[src/sv/nms_pkg.sv]
`timescale 1ns / 1ps

package nms_pkg;

    // field widths
    localparam int COORD_W   = 16;
    localparam int LABEL_W   = 8;
    localparam int AREA_W    = 2 * COORD_W;
    localparam int INDEX_W   = 13;
    localparam int THR_W     = 16;
    localparam int CFG_DATA_W = 16;

    // configuration register map
    localparam int REG_INDEX_W = 1;
    localparam logic [REG_INDEX_W-1:0] REG_IOU_THRESHOLD  = 1'd0;
    localparam logic [REG_INDEX_W-1:0] REG_CLASS_AGNOSTIC = 1'd1;

    localparam logic [THR_W-1:0] THR_RESET = 16'd29491;

    // default sizes
    localparam int MAX_KEPT_DEF  = 64;
    localparam int MAX_BOXES_DEF = 8192;
    localparam int QUEUE_DEPTH   = 2;

    // input item
    typedef struct packed {
        logic               frame_start;
        logic [COORD_W-1:0] left_edge;
        logic [COORD_W-1:0] top_edge;
        logic [COORD_W-1:0] right_edge;
        logic [COORD_W-1:0] bottom_edge;
        logic [LABEL_W-1:0] class_label;
    } in_item_t;

    // result item
    typedef struct packed {
        logic               keep;
        logic [INDEX_W-1:0] box_index;
        logic               table_overflow;
    } out_item_t;

    // classified item handed from front to back
    typedef struct packed {
        logic               frame_start;
        logic [COORD_W-1:0] x0;
        logic [COORD_W-1:0] y0;
        logic [COORD_W-1:0] x1;
        logic [COORD_W-1:0] y1;
        logic [LABEL_W-1:0] label;
        logic [AREA_W-1:0]  area;
        logic [INDEX_W-1:0] box_index;
    } job_t;

    // configuration seen by the back end
    typedef struct packed {
        logic [THR_W-1:0] threshold;
        logic             agnostic;
    } cfg_t;

    // side length, zero when the side is inverted
    function automatic logic [COORD_W-1:0] span(input logic [COORD_W-1:0] lo,
                                                 input logic [COORD_W-1:0] hi);
        span = (hi > lo) ? (hi - lo) : '0;
    endfunction

endpackage

[src/sv/nms_fifo.sv]
`timescale 1ns / 1ps

module nms_fifo #(
    parameter int W     = 8,
    parameter int DEPTH = nms_pkg::QUEUE_DEPTH
) (
    input  logic         clk,
    input  logic         rst_n,
    input  logic         wr_en,
    input  logic [W-1:0] wr_data,
    output logic         full,
    input  logic         rd_en,
    output logic [W-1:0] rd_data,
    output logic         empty
);

    localparam int PTR_W = (DEPTH > 1) ? $clog2(DEPTH) : 1;
    localparam int CNT_W = $clog2(DEPTH + 1);

    logic [W-1:0]     slots_reg [DEPTH];
    logic [PTR_W-1:0] wr_ptr_reg, wr_ptr_next;
    logic [PTR_W-1:0] rd_ptr_reg, rd_ptr_next;
    logic [CNT_W-1:0] fill_reg, fill_next;
    logic             do_wr, do_rd;

    assign full    = (fill_reg == CNT_W'(DEPTH));
    assign empty   = (fill_reg == '0);
    assign do_wr   = wr_en && !full;
    assign do_rd   = rd_en && !empty;
    assign rd_data = slots_reg[rd_ptr_reg];

    // pointer and fill bookkeeping
    always_comb
    begin
        wr_ptr_next = wr_ptr_reg;
        rd_ptr_next = rd_ptr_reg;
        fill_next   = fill_reg;
        if (do_wr)
        begin
            wr_ptr_next = (wr_ptr_reg == PTR_W'(DEPTH - 1)) ? '0 : wr_ptr_reg + 1'b1;
        end
        if (do_rd)
        begin
            rd_ptr_next = (rd_ptr_reg == PTR_W'(DEPTH - 1)) ? '0 : rd_ptr_reg + 1'b1;
        end
        if (do_wr && !do_rd)
        begin
            fill_next = fill_reg + 1'b1;
        end
        else if (do_rd && !do_wr)
        begin
            fill_next = fill_reg - 1'b1;
        end
    end

    always_ff @(posedge clk or negedge rst_n)
    begin
        if (!rst_n)
        begin
            wr_ptr_reg <= '0;
            rd_ptr_reg <= '0;
            fill_reg   <= '0;
        end
        else
        begin
            wr_ptr_reg <= wr_ptr_next;
            rd_ptr_reg <= rd_ptr_next;
            fill_reg   <= fill_next;
        end
    end

    // item storage
    always_ff @(posedge clk)
    begin
        if (do_wr)
        begin
            slots_reg[wr_ptr_reg] <= wr_data;
        end
    end

endmodule

[config.mk]
export PLATFORM = sky130hd
export DESIGN_NAME = nms_fifo
export DESIGN_NICKNAME = d
export VERILOG_FILES = /design/src/sv/nms_pkg.sv /design/src/sv/nms_fifo.sv
export SDC_FILE = /design/constraint.sdc
export NUM_CORES = 1
export LEC_CHECK = 0
export BUFFER_PORTS_ARGS = -buffer_cell sky130_fd_sc_hd__buf_2
export CAP_MARGIN = 20
export CORE_MARGIN = 2
export CORE_UTILIZATION = 40
export DETAILED_ROUTE_END_ITERATION = 8
export PLACE_DENSITY = 0.63
export REMOVE_ABC_BUFFERS = 1
export SYNTH_ARGS = -nofsm -noshare
export SYNTH_HDL_FRONTEND = slang
export SYNTH_SLANG_ARGS = --single-unit
[constraint.sdc]
create_clock -name clk -period 1.8 [get_ports clk]
set_input_delay 0.18 -clock clk [delete_from_list [all_inputs] [get_ports clk]]
set_output_delay 0.18 -clock clk [all_outputs]
set_load 0.02 [all_outputs]
Word level (Yosys, flattened, before mapping):

Memories as Yosys holds them, arrays and structs flattened.
Index checks and enable logic that the tools add are counted.

* RAM bits: 16
* word-level logic and storage cells: 25
* output and inout bits: 10
* register bits: 4
* memories: 1

* muxes and demuxes: 6
* reductions and logical operators: 10
* $add $sub $neg: 4
* eq/ne operators: 1

Memory list
* slots_reg: words 2, bits a word 8, rd ports 1, clocked after Yosys merged registers in 0, wr ports 1, RTL line nms_fifo.sv:20 `logic [W-1:0] slots_reg [DEPTH];`

Operators by type and width (count)
* $logic_and 1x1->1: 4
* $logic_not 1->1: 4
* $mux 1: 4
* $mux 2: 2
* $add 1x1->1 const B: 2
* $add 2x1->2 const B: 1
* $eq 2x2->1 const B: 1
* $logic_not 2->1: 1
* $reduce_bool 2->1: 1
* $sub 2x1->2 const B: 1

Longest topological paths before layout:

* word-level depth: 7
* depth in mapped cells: 7

Worst setup path before layout:

OpenSTA, ideal clock, no wires.

* path kind: register -> register
* start point: register fill_reg[0]
* end point: memory slots_reg[0][0], enable pin
* path buffers: 0
* data required time: 1430 ps
* slack: 408 ps
* library setup time: 370 ps
* stages on the path, launching flop included: 4
* arrival: 1022 ps
* cells stage by stage: dfrtp_1 nand2b_1 nand2_2 nor2_1

* cells in the longest elaborated chain, start to end: 5

RTL lines
* from (decl): RTL line nms_fifo.sv:23 `logic [CNT_W-1:0] fill_reg, fill_next;`
* from (signal assigned): RTL line nms_fifo.sv:68 `fill_reg <= fill_next;`
* $eq 2x2->1: RTL line nms_fifo.sv:26 `assign full = (fill_reg == CNT_W'(DEPTH));`
* $logic_not 1->1: RTL line nms_fifo.sv:28 `assign do_wr = wr_en && !full;`
* $logic_and 1x1->1: RTL line nms_fifo.sv:28
* $mux 1: RTL line nms_fifo.sv:75 `if (do_wr)`
* $mux 1 (not written as such): RTL line nms_fifo.sv:77 `slots_reg[wr_ptr_reg] <= wr_data;`
* to (decl): RTL line nms_fifo.sv:20

Every way passes these cells.

Worst setup path in the final report:

* start point: register rd_ptr_reg
* end point: output port rd_data[2]

* cells in the longest elaborated chain, start to end: 1

RTL lines
* from (decl): RTL line nms_fifo.sv:22 `logic [PTR_W-1:0] rd_ptr_reg, rd_ptr_next;`
* from (signal assigned): RTL line nms_fifo.sv:67 `rd_ptr_reg <= rd_ptr_next;`
* $mem_v2 2x8
* to (decl): RTL line nms_fifo.sv:13 `output logic [W-1:0] rd_data,`

Every way passes these cells.

==> metrics.txt <==
MaxCap Viol Count=0; Tmin final=around 1.6 ns; Pre-antenna DRT Iters=1; post-synthesis adder-cell area fraction=0.01600; DIE HEIGHT=48.22 um; DRC violation count after routing=0; complex-gate fraction of the synthesized area=0.006400; crit start category=register; VDD IR-drop max=around 0.89 mV; H-tree levels=1; Syn-to-layout area delta=25.76%; Mapped Area=between 700 and 800 um2; top_reg_cell synth=edfxtp_1; CP endpoint kind=primary output; Worst-path clk slew=about 0.11 ns; CTS tree=built; top post-synthesis cells by area=edfxtp_1 (61%), dfrtp_1 (13%), mux2_1 (8.6%); Tot Pwr=~1.7 mW; CP top delay family=flip-flops; Hold Path Depth=1; initial antenna violation count=0; top-area cell type share of the netlist area=0.6144; worst endpoint required time=1.62 ns; mux cell area share after synthesis=0.1152; Slew @ Worst Pin=approximately 0.4 ns; CTS Buf Count=3; stages on the worst setup path=2; Yosys Warn Count=0; final wirelength=about 1100 um; number of clock sinks=20; achievable clock frequency=613.0 MHz; Post-synth EDFFs=16; Largest register FFs=16; cell with the most instances after synthesis=edfxtp_1; RSZ-0062 raised after global routing=no; final setup vio count=0; detailed placement HPWL=roughly 830 um; first-pass GRT wire length=~1700 um; worst path arrival time=between 1 and 1.5 ns; R2R cell count=6; Final nets=84; relative slew slack=0.7324; Crit Path Category=register to primary output; DR vias/cell=around 4.4; combinational family with the most area after synthesis=multiplexers; routability cong.=around 0.61; total gr overflow=0; Clock Path Buffers=2; final worst slack=approximately 0.17 ns; number of global-route vias before repair=412; Critical Path Slowest Stage Cell=dfrtp_1; Hold Path Class=input port to register; Clock Latency Late Sink=approximately 0.3 ns; period utilization=0.9062; flops & latches, synth=20; Post-Synthesis Cells=44; core footprint=0.001783 mm2; row cnt=15; clk root buf=clkbuf_4; worst-path fanout max=9; largest area contributor in the synthesized netlist=edfxtp_1; Avg WL per Cell=approximately 12 um; largest net degree at the start of global routing=13; Tot GR Track Use=0.1131; ANT cells=0; clock skew=around 0.0090 ns; syn avg cell area=approximately 18 um2; Seq/Total Area, Yosys=0.7424; final slew viol count=0; worst slack, placed=0.3530 ns; CTS resizes=0; postcts setup bufs=0; DRT antenna net count=0; port buffer count=21; Leak Pwr=0.4115 nW; status=complete, no violations; WP buf/inv=1; Die ar.=approximately 0.0023 mm2; Sum Neg Setup Slack=0 ns; worst stage delay on the critical path=0.60 ns; Core Util, Final=0.5516; Fin. Hold Viols=0; critical path cell sequence=mux2_2 -> buf_2; starting density of the core=0.4386; I/O pins=22; Die X=between 40 and 50 um; Post-synth ARST share=0.2000; DR iter-0 viols=0; total number of vias=~420; Synth Area in Simple Gates=0.03840; Synth Area in XOR/XNOR=0.06560; hold buffers post-CTS=1; Cell Pwr Density=about 1700 mW/mm2; post-synthesis cell type count=15; top post-synthesis cells by count=edfxtp_1 (16), mux2_1 (6), dfrtp_1 (4), nor2_1 (3); layout cells sized above 1=0.4286
[cell usage in the layout (no fill, tap or decap)]
cell            n
nand2_2         1
o21ai_1         1
clkbuf_4        3
bufinv_16       1
dfrtp_1         4
buf_2          21
xnor2_2         1
mux2_1          6
dlygate4sd3_1   1
xor2_1          2
edfxtp_1       16
ha_1            1
and3_1          1
mux2_2          2
nand2b_1        1
buf_4           1
xnor2_1         2
nor2_1          3
inv_1           2
[layer usage]
| layer | GRT usage | share of wire | routed length, um | up-vias |
|---|---|---|---|---|
| li1 | - | - | - | 210 |
| met1 | 0.1418 | 0.46 | 516 | 200 |
| met2 | 0.1789 | 0.51 | 571 | 7 |
| met3 | 0.03704 | 0.032 | 36 | 0 |
| met4 | 0.04865 | 0 | 0 | 0 |
| met5 | 0 | 0 | 0 | - |
[area by class of cell]
class                      count  area [um2]
clock buffer                   3       22.52
clock inverter                 1       30.03
fill                         157       799.5
inverter                       2       7.507
multi-input combinational     21       188.9
sequential                    20       580.6
tap                           25       31.28
timing repair buffer          23       122.6
[report_power, final]
group	internal (mW)	total [mW]	switching [mW]	leakage, nW
clock network	0.225	0.355	0.130	0.0279
logic	0.250	0.560	0.310	0.188
registers	0.646	0.744	0.0985	0.195
total	1.12	1.66	0.539	0.412
[worst paths after layout]
| path | to | startpoint | slack [ns] |
|---|---|---|---|
| min in group asynchronous | rd_ptr_reg$_DFFE_PN0P_ | rst_n | 0.21 |
| worst min-delay path | slots_reg[1][1]$_DFFE_PP_ | wr_data[1] | 0.07 |
| worst max-delay path | rd_data[2] | rd_ptr_reg$_DFFE_PN0P_ | 0.17 |
| worst min register to register | wr_ptr_reg$_DFFE_PN0N_ | wr_ptr_reg$_DFFE_PN0N_ | 0.53 |
| max in group asynchronous | wr_ptr_reg$_DFFE_PN0N_ | rst_n | 1.46 |
| worst max register to register | fill_reg[1]$_DFFE_PN0P_ | fill_reg[0]$_DFFE_PN0P_ | 0.33 |
[per-stage QoR]
step                cells  instance area, um2  hold WS [ns]
global placement       90               920.9     -0.006820
floorplan              43               777.0       -0.1156
CTS                    95               983.4       0.06098
detailed placement     90               920.9     -0.003882
finish                 95               983.4       0.06551
global route           95               983.4       0.05009
[cell families (layout without fill, tap and decap cells)]
group,after synthesis,count (layout)
buf+inv,3,29
mux,8,8
compound gates,1,1
xor+xnor,5,5
flops,20,20
fa+ha+maj,1,1
simple gates,6,6
Note: power is estimated with default switching activity, not from simulation.
