### src/sv/nms_pkg.sv
`timescale 1ns / 1ps

package nms_pkg;

    // field widths
    localparam int COORD_W   = 16;
    localparam int LABEL_W   = 8;
    localparam int AREA_W    = 2 * COORD_W;
    localparam int INDEX_W   = 13;
    localparam int THR_W     = 16;
    localparam int CFG_DATA_W = 16;

    // configuration register map
    localparam int REG_INDEX_W = 1;
    localparam logic [REG_INDEX_W-1:0] REG_IOU_THRESHOLD  = 1'd0;
    localparam logic [REG_INDEX_W-1:0] REG_CLASS_AGNOSTIC = 1'd1;

    localparam logic [THR_W-1:0] THR_RESET = 16'd29491;

    // default sizes
    localparam int MAX_KEPT_DEF  = 64;
    localparam int MAX_BOXES_DEF = 8192;
    localparam int QUEUE_DEPTH   = 2;

    // input item
    typedef struct packed {
        logic               frame_start;
        logic [COORD_W-1:0] left_edge;
        logic [COORD_W-1:0] top_edge;
        logic [COORD_W-1:0] right_edge;
        logic [COORD_W-1:0] bottom_edge;
        logic [LABEL_W-1:0] class_label;
    } in_item_t;

    // result item
    typedef struct packed {
        logic               keep;
        logic [INDEX_W-1:0] box_index;
        logic               table_overflow;
    } out_item_t;

    // classified item handed from front to back
    typedef struct packed {
        logic               frame_start;
        logic [COORD_W-1:0] x0;
        logic [COORD_W-1:0] y0;
        logic [COORD_W-1:0] x1;
        logic [COORD_W-1:0] y1;
        logic [LABEL_W-1:0] label;
        logic [AREA_W-1:0]  area;
        logic [INDEX_W-1:0] box_index;
    } job_t;

    // configuration seen by the back end
    typedef struct packed {
        logic [THR_W-1:0] threshold;
        logic             agnostic;
    } cfg_t;

    // side length, zero when the side is inverted
    function automatic logic [COORD_W-1:0] span(input logic [COORD_W-1:0] lo,
                                                 input logic [COORD_W-1:0] hi);
        span = (hi > lo) ? (hi - lo) : '0;
    endfunction

endpackage

### src/sv/nms_front.sv
`timescale 1ns / 1ps

module nms_front #(
    parameter int MAX_BOXES = nms_pkg::MAX_BOXES_DEF
) (
    input  logic              clk,
    input  logic              rst_n,
    input  logic              push,
    output logic              full,
    input  nms_pkg::in_item_t box,
    input  logic              q_full,
    output logic              q_push,
    output nms_pkg::job_t     job
);

    localparam int POS_W = $clog2(MAX_BOXES);

    logic [POS_W-1:0]                    pos_reg, pos_next;
    logic [POS_W-1:0]                    pos_cur;
    logic [POS_W+nms_pkg::INDEX_W-1:0]   pos_wide;
    logic [nms_pkg::COORD_W-1:0]         w, h;

    assign full   = q_full;
    assign q_push = push && !q_full;

    // position within the frame, restarted by frame_start
    assign pos_cur  = box.frame_start ? '0 : pos_reg;
    assign pos_next = (pos_cur == POS_W'(MAX_BOXES - 1)) ? '0 : pos_cur + 1'b1;
    assign pos_wide = {{nms_pkg::INDEX_W{1'b0}}, pos_cur};

    // box area
    assign w = nms_pkg::span(box.left_edge, box.right_edge);
    assign h = nms_pkg::span(box.top_edge, box.bottom_edge);

    always_comb
    begin
        job.frame_start = box.frame_start;
        job.x0          = box.left_edge;
        job.y0          = box.top_edge;
        job.x1          = box.right_edge;
        job.y1          = box.bottom_edge;
        job.label       = box.class_label;
        job.area        = nms_pkg::AREA_W'(w) * nms_pkg::AREA_W'(h);
        job.box_index   = pos_wide[nms_pkg::INDEX_W-1:0];
    end

    always_ff @(posedge clk or negedge rst_n)
    begin
        if (!rst_n)
        begin
            pos_reg <= '0;
        end
        else if (q_push)
        begin
            pos_reg <= pos_next;
        end
    end

endmodule

### config.mk
export PLATFORM = sky130hd
export DESIGN_NAME = nms_front
export DESIGN_NICKNAME = d
export VERILOG_FILES = /design/src/sv/nms_pkg.sv /design/src/sv/nms_front.sv
export SDC_FILE = /design/constraint.sdc
export NUM_CORES = 1
export LEC_CHECK = 0
export BUFFER_PORTS_ARGS = -buffer_cell sky130_fd_sc_hd__buf_4
export CAP_MARGIN = 20
export CELL_PAD_IN_SITES_DETAIL_PLACEMENT = 1
export CELL_PAD_IN_SITES_GLOBAL_PLACEMENT = 1
export CORE_MARGIN = 2
export CORE_UTILIZATION = 45
export CTS_CLUSTER_SIZE = 16
export DETAILED_ROUTE_END_ITERATION = 8
export PLACE_DENSITY_LB_ADDON = 0.1
export SYNTH_ARGS = -nofsm -noshare
export SYNTH_HDL_FRONTEND = slang
export SYNTH_SLANG_ARGS = --single-unit
### constraint.sdc
create_clock -name clk -period 9.5 [get_ports clk]
set_clock_uncertainty 0.1 [all_clocks]
set_input_delay 0.95 -clock clk [delete_from_list [all_inputs] [get_ports clk]]
set_output_delay 0.95 -clock clk [all_outputs]
set_load 0.005 [all_outputs]
---- Word level (Yosys, flattened, before mapping) ----
Cells that the tools add are included.
word-level totals
  register bits after elaboration ......... 13
  bits of input ports ..................... 77
  logic and storage cells ................. 14
cells by class
  multiplexer cells ....................... 4
  reduce and logical (&&, ||, !) cells .... 2
  $lt $le $gt $ge ......................... 2
  multiply operators ...................... 1
  add/subtract/negate cells ............... 3
  equal/unequal tests ..................... 1
operators by type and width
  kind                                                             number
  16-bit > comparator                                              2
  16-bit by 16-bit multiplier with 32-bit output                   1
  16-bit two-way mux                                               2
  16-bit subtractor                                                2
  13-bit two-way mux                                               2
  13-bit by 1-bit adder with 13-bit output, second input constant  1
  13-bit equality test, second input constant                      1
  1-bit logical AND                                                1
  1-bit zero test                                                  1

---- Logic depth before layout (Yosys ltp) ----
Gate-level depths: netlist (run 1).
  depth after elaboration ................. 3
  mapped depth ............................ 32

---- Worst setup path before layout (run 1) ----
OpenSTA, ideal clock, no wires.
  path type ............................... input -> output
  start point ............................. in box[24] (netlist name)
  end point ............................... out job[41] (netlist name)
  data required time ...................... 8.450 ns
  buffers on the path ..................... 2
  slack ................................... 0.830 ns
  stages .................................. 28
  arrival ................................. 7.620 ns
  cell sequence ........................... inv_1 > ha_1 > inv_1 > fa_1 > nand3_1 > a21oi_1 > o21ba_2 > o21ai_0 > a211o_1 > clkbuf_1 > nand2_1 > fa_1 > fa_1 > inv_1 > fa_1 > fa_1 > fa_1 > inv_1 > fa_1 > inv_1 > ha_1 > buf_2 > a21oi_1 > o221ai_1 > a31oi_1 > o31ai_1 > a2111o_1 > and3_1
RTL lines
  what                RTL line         text
  start: declaration  nms_front.sv:10  input nms_pkg::in_item_t box,
  end: declaration    nms_front.sv:13  output nms_pkg::job_t job

==> results of run 1 <==
[cells in the final DEF (no fill, tap or decap), drive strengths merged, types with 5 or more instances in the layout]
cell type / synthesis / final
a211oi: 11 / 11
a21o: 27 / 27
a21oi: 68 / 70
a31oi: 7 / 7
and2: 20 / 20
and3: 46 / 46
buf: 112 / 265
dfrtp: 13 / 13
fa: 196 / 196
ha: 137 / 137
inv: 279 / 279
nand2: 112 / 112
nand2b: 6 / 6
nand3: 85 / 85
nand3b: 7 / 7
nand4: 26 / 26
nor2: 102 / 102
nor2b: 22 / 22
nor3: 32 / 32
nor3b: 11 / 11
nor4: 6 / 6
o21a: 7 / 7
o21ai: 40 / 40
o21bai: 6 / 6
o31ai: 7 / 7
or3: 9 / 9
or4: 5 / 5
xnor2: 24 / 24
xor2: 17 / 17
[stage by stage]
step	area [sq um]	cells
floorplan	12470	1530
global placement	13940	2019
CTS	14060	2025
finish	14360	2037
global route	14360	2037
detailed placement	13940	2019
[cell type report]
type | count | area [sq um] | area share
Inverter | 279 | 1047 | 0.07295
Sequential cell | 13 | 325.3 | 0.02266
Timing Repair Buffer | 265 | 2001 | 0.1394
Multi-Input combinational cell | 1104 | 10440 | 0.7271
Clock buffer | 4 | 78.83 | 0.005491
Tap cell | 372 | 465.4 | 0.03242
[path summary, 6_finish.rpt]
check	to	slack [ps]	cells past startpoint
min in group asynchronous	pos_reg[12]$_DFFE_PN0P_	450	1
min	pos_reg[9]$_DFFE_PN0P_	430	1
max	job[42]	170	25
max in group asynchronous	pos_reg[8]$_DFFE_PN0P_	8680	1
min reg2reg	pos_reg[9]$_DFFE_PN0P_	430	1
max reg2reg	pos_reg[9]$_DFFE_PN0P_	6730	7
[cell families (layout without fill, tap and decap cells)]
kind of cell / count (synthesis) / after routing / synth area share
AO/OA/AOI/OAI: 224 / 226 / 0.1243
multiplexers: 4 / 4 / 0.003311
flip-flops: 13 / 13 / 0.02608
adder cells (fa/ha/maj): 333 / 333 / 0.4520
AND/OR/NAND/NOR: 500 / 500 / 0.2088
buffers and inverters: 415 / 548 / 0.1567
XOR/XNOR: 41 / 41 / 0.02879
[worst max-delay path, delay by kind of cell]
| family | cells | cell delay, ps |
|---|---|---|
| adders and majority gates | 8 | 3620 |
| and+or+nand+nor | 5 | 1270 |
| AOI/OAI and AO/OA | 5 | 1100 |
| buffers and inverters | 6 | 720 |
| xor gates and xnor gates | 1 | 600 |
[cells in the mapped netlist (all sizes together) (6+ instances only)]
cell type	number
nor3b	11
a21o	27
a211oi	11
nor2b	22
nand3b	7
a21oi	68
fa	196
or3	9
o21bai	6
o21ai	40
nand2	112
and3	46
nor4	6
dfrtp	13
a31oi	7
nor2	102
xor2	17
nand3	85
nand4	26
nor3	32
buf	112
xnor2	24
nand2b	6
ha	137
and2	20
o31ai	7
inv	279
o21a	7
clkbuf	24
[what timing repair did]
item                       CTS  global route
pin swaps                    1             5
setup endpoints to repair    7            13
gates cloned                 0             2
resized for setup            5            51
hold buffers                 0             0
setup buffers                2            10
[per-layer routing]
metal	track usage	vias up
met5	0	-
met1	0.3360	5775
met2	0.5011	323
met3	0.02256	92
met4	0.1055	0
li1	-	5224
[where the power goes]
group          internal [mW]  leakage, nW  switching, mW
Sequential            0.0574        0.178        0.00215
Combinational          0.682         7.28          0.900
Clock                 0.0568       0.0382         0.0253
==> results_dict.tcl, run 1 <==
set metrics [dict create \
    grt_usage 0.2747 \
    dr.pass1.iters 4 \
    clk_pin_slew_ps 50 \
    ir_drop_uv 74.84 \
    core_sq_um 27100 \
    grt_pass1_vias 12519 \
    cp.arrival_ps 8280 \
    h-tree-depth 1 \
    period_minus_slack_ps 9329 \
    area_growth_pct 15.10 \
    syn-num-nets 1940 \
    tightestPinTransition_ps 713.9 \
    outcome "finished, final reports clean" \
    reg2reg_from "pos_reg[0]$_DFFE_PN0P_" \
    hold_viol 0 \
    synthTopCellsByArea "fa_1 (31%), ha_1 (14%), inv_1 (8.4%)" \
    row_count 60 \
    maxCapViolCount 0 \
    cts_tree "done" \
    post-route-drc-count 0 \
    synth_area_per_cell_sq_um 8.152 \
    ys_warn_count 0 \
    yosysUniqueCellTypes 88 \
    io-pin-count 197 \
    yosysSeqAreaShare 0.02608 \
    dp_slack_ps -310.6 \
    syn-cell-area_sq_um 12470 \
    overflow 0 \
    post-route-period-util 0.9820 \
    dieHeight_um 170.5 \
    drive_gt1_frac 0.2090 \
    layout.nets 2076 \
    p_leak_nw 7.500 \
    cts.sinks 13 \
    gp_congestion 0.9035 \
    hold_slack_ps 432.1 \
    finalSetupViolCount 0 \
    fillers 3344 \
    wl_met2_mm 20.02 \
    antenna_found_initial 0 \
    top_layer "met4" \
    report.final.slew_viol_count 0 \
    synth_top_area_share 0.3146 \
    hpwl_mm 33.03 \
    path_common_cell "fa_1" \
    ys_ff_latch 13 \
    wl_met3_mm 1.781 \
    dieArea_sq_um 29060 \
    drtIter0Drc 471 \
    initial_core_util 0.4602 \
    num_vias 11414 \
    vias_per_cell 5.603 \
    final_util 0.5297 \
    tns_ps 0 \
    synth_top_cell_by_area "fa_1" \
    worst-path-max-fanout 7 \
    grt_pass1_wl_mm 63.57 \
    ctsRootBufferMaster "clkbuf_16" \
    start_kind "input port" \
    clk_latency_ps 250 \
    fin_ws_ps 170.6 \
    antenna_cells 0 \
    total_power_mw 1.723 \
    ys.flop_type "dfrtp_1" \
    clk_path_buf_depth 2 \
    wl_met1_mm 15.67 \
    grt_max_degree 48 \
    hold_path_class "register to register" \
    synth_cells 1530 \
    cp_slowest_cell "xor2_1" \
    synth-edff-count 0 \
    cp.required_ps 8450 \
    largest_register_ff_count 13 \
    critPathCaptureType "output port" \
    antenna_left 0 \
    wire_per_inst_um 19.19 \
    power.density_nw_per_um2 120.0 \
    max-slew-margin-rel 0.5178 \
    async_reset_ff_frac 1.000 \
    port_buffers 180 \
    hp-start "pos_reg[9]$_DFFE_PN0P_" \
    crit_type "input port to output port" \
    startpoint "box[14]" \
    critical_path.max_stage_delay_ps 600 \
    fmax_mhz 107.2 \
    die_w_um 170.5 \
    wirelength_mm 39.09 \
    cts_made_buffers 3 \
]
Note: power is estimated with default switching activity, not from simulation.
==> run 2, diff against run 1 <==
Settings changed: CELL_PAD_IN_SITES_DETAIL_PLACEMENT 1 to 2, CELL_PAD_IN_SITES_GLOBAL_PLACEMENT 1 to 2, CORE_UTILIZATION 45 to 36.
==> results_dict.tcl, run 2 (synthesized netlist as in run 1, its figures left out) <==
set metrics [dict create \
    hold_path_class "register to register" \
    start_kind "input port" \
    io-pin-count 197 \
    antenna_found_initial 0 \
    place_area_sq_um 14200 \
    dp_cells 2120 \
    ir_drop_uv 76.43 \
    period_minus_slack_ps 9222 \
    p_leak_nw 7.576 \
    final_common_cell "inv_1" \
    core_sq_um 34290 \
    critPathCaptureType "output port" \
    gp_congestion 0.8925 \
    dieArea_sq_um 36150 \
    outcome "finished, final reports clean" \
    post-route-period-util 0.9707 \
    layout.nets 2089 \
    maxCapViolCount 0 \
    ctsRootBufferMaster "clkbuf_16" \
    wl_met2_mm 23.37 \
    port_buffers 180 \
    grt_usage 0.2448 \
    top_layer "met4" \
    grt_max_degree 30 \
    post-route-drc-count 0 \
    crit_type "input port to output port" \
    drtIter0Drc 416 \
    dieHeight_um 190.1 \
    antenna_cells 0 \
    h-tree-depth 1 \
    initial_core_util 0.3637 \
    fmax_mhz 108.4 \
    cp_num_buf_inv 11 \
    hpwl_mm 37.07 \
    drive_gt1_frac 0.2205 \
    cp.required_ps 8450 \
    area_growth_pct 17.33 \
    grt_pass1_wl_mm 69.92 \
    report.final.slew_viol_count 0 \
    cts_tree "done" \
    wire_per_inst_um 20.37 \
    finalSetupViolCount 0 \
    row_count 68 \
    die_w_um 190.1 \
    grt_pass1_vias 13043 \
    dr.pass1.iters 4 \
    fin_area_sq_um 14630 \
    final_cell_mix "inv_1 (279), buf_4 (273), fa_1 (196)" \
    clk_path_buf_depth 2 \
    cts.sinks 13 \
    cts_made_buffers 3 \
    antenna_left 0 \
    power.density_nw_per_um2 120.9 \
    worst-path-max-fanout 27 \
    cp_slowest_cell "fa_1" \
    wirelength_mm 43.45 \
    path_delay_family "adder cells" \
    fillers 3924 \
    clk_latency_ps 250 \
    fin_cells 2133 \
    critical_path.max_stage_delay_ps 510 \
    wl_met3_mm 1.674 \
    wl_met1_mm 17.47 \
    cp.arrival_ps 8170 \
    path_common_cell "fa_1" \
    hold_viol 0 \
    overflow 0 \
    tightestPinTransition_ps 716.5 \
    clk_pin_slew_ps 50 \
    largest_register_ff_count 13 \
    vias_per_cell 5.328 \
    num_vias 11365 \
    max-slew-margin-rel 0.5179 \
]
## run 2: path summary, 6_finish.rpt
path,startpoint,endpoint,slack [ps],depth (start not counted)
setup / recovery,box[61],job[41],280,30
min in group asynchronous,rst_n,pos_reg[9]$_DFFE_PN0P_,440,1
max in group asynchronous,rst_n,pos_reg[0]$_DFFE_PN0P_,8680,1
hold / removal,pos_reg[9]$_DFFE_PN0P_,pos_reg[9]$_DFFE_PN0P_,430,1
hold reg to reg,pos_reg[9]$_DFFE_PN0P_,pos_reg[9]$_DFFE_PN0P_,430,1
setup reg to reg,pos_reg[0]$_DFFE_PN0P_,pos_reg[9]$_DFFE_PN0P_,6800,7
## run 2: report_power, final
part           leakage (nW)  internal [mW]  switching [mW]  total [mW]
sequential            0.178         0.0574         0.00210      0.0595
clock                0.0382         0.0569          0.0258      0.0827
combinational          7.36          0.698           0.930        1.63
total                  7.58          0.812           0.958        1.77
## run 2: stage by stage
step / util / setup WS, ps / hold WS [ps] / TNS [ps] / total power, mW
floorplan: - / 829.8 / 361.8 / 0 / 1.016
global placement: 0.4140 / 13.06 / 384.9 / 0 / 1.610
detailed placement: 0.4140 / -189.3 / 430.4 / -868.8 / 1.648
CTS: 0.4172 / -23.39 / 441.3 / -23.39 / 1.748
global route: 0.4268 / -30.73 / 457.4 / -66.81 / 1.965
finish: 0.4268 / 278.2 / 432.0 / 0 / 1.770
## run 2: routing by layer
layer | vias to the layer above | global-route usage
li1 | 5240 | -
met1 | 5871 | 0.2943
met2 | 203 | 0.4736
met3 | 51 | 0.01660
met4 | 0 | 0.05337
met5 | - | 0
## run 2: cell type report
| class | instances | area [sq um] | share of cell area |
|---|---|---|---|
| Inverter | 279 | 1047 | 0.07157 |
| Tap cell | 455 | 569.3 | 0.03891 |
| Sequential cell | 13 | 325.3 | 0.02223 |
| Timing Repair Buffer | 280 | 2146 | 0.1466 |
| Clock buffer | 4 | 78.83 | 0.005387 |
| Multi-Input combinational cell | 1102 | 10470 | 0.7153 |
## run 2: timing repair
item	in CTS	in global routing
endpoints found under the setup margin	10	14
pin swaps	2	11
setup buffers	0	9
hold buffers	0	0
resized for setup	9	61
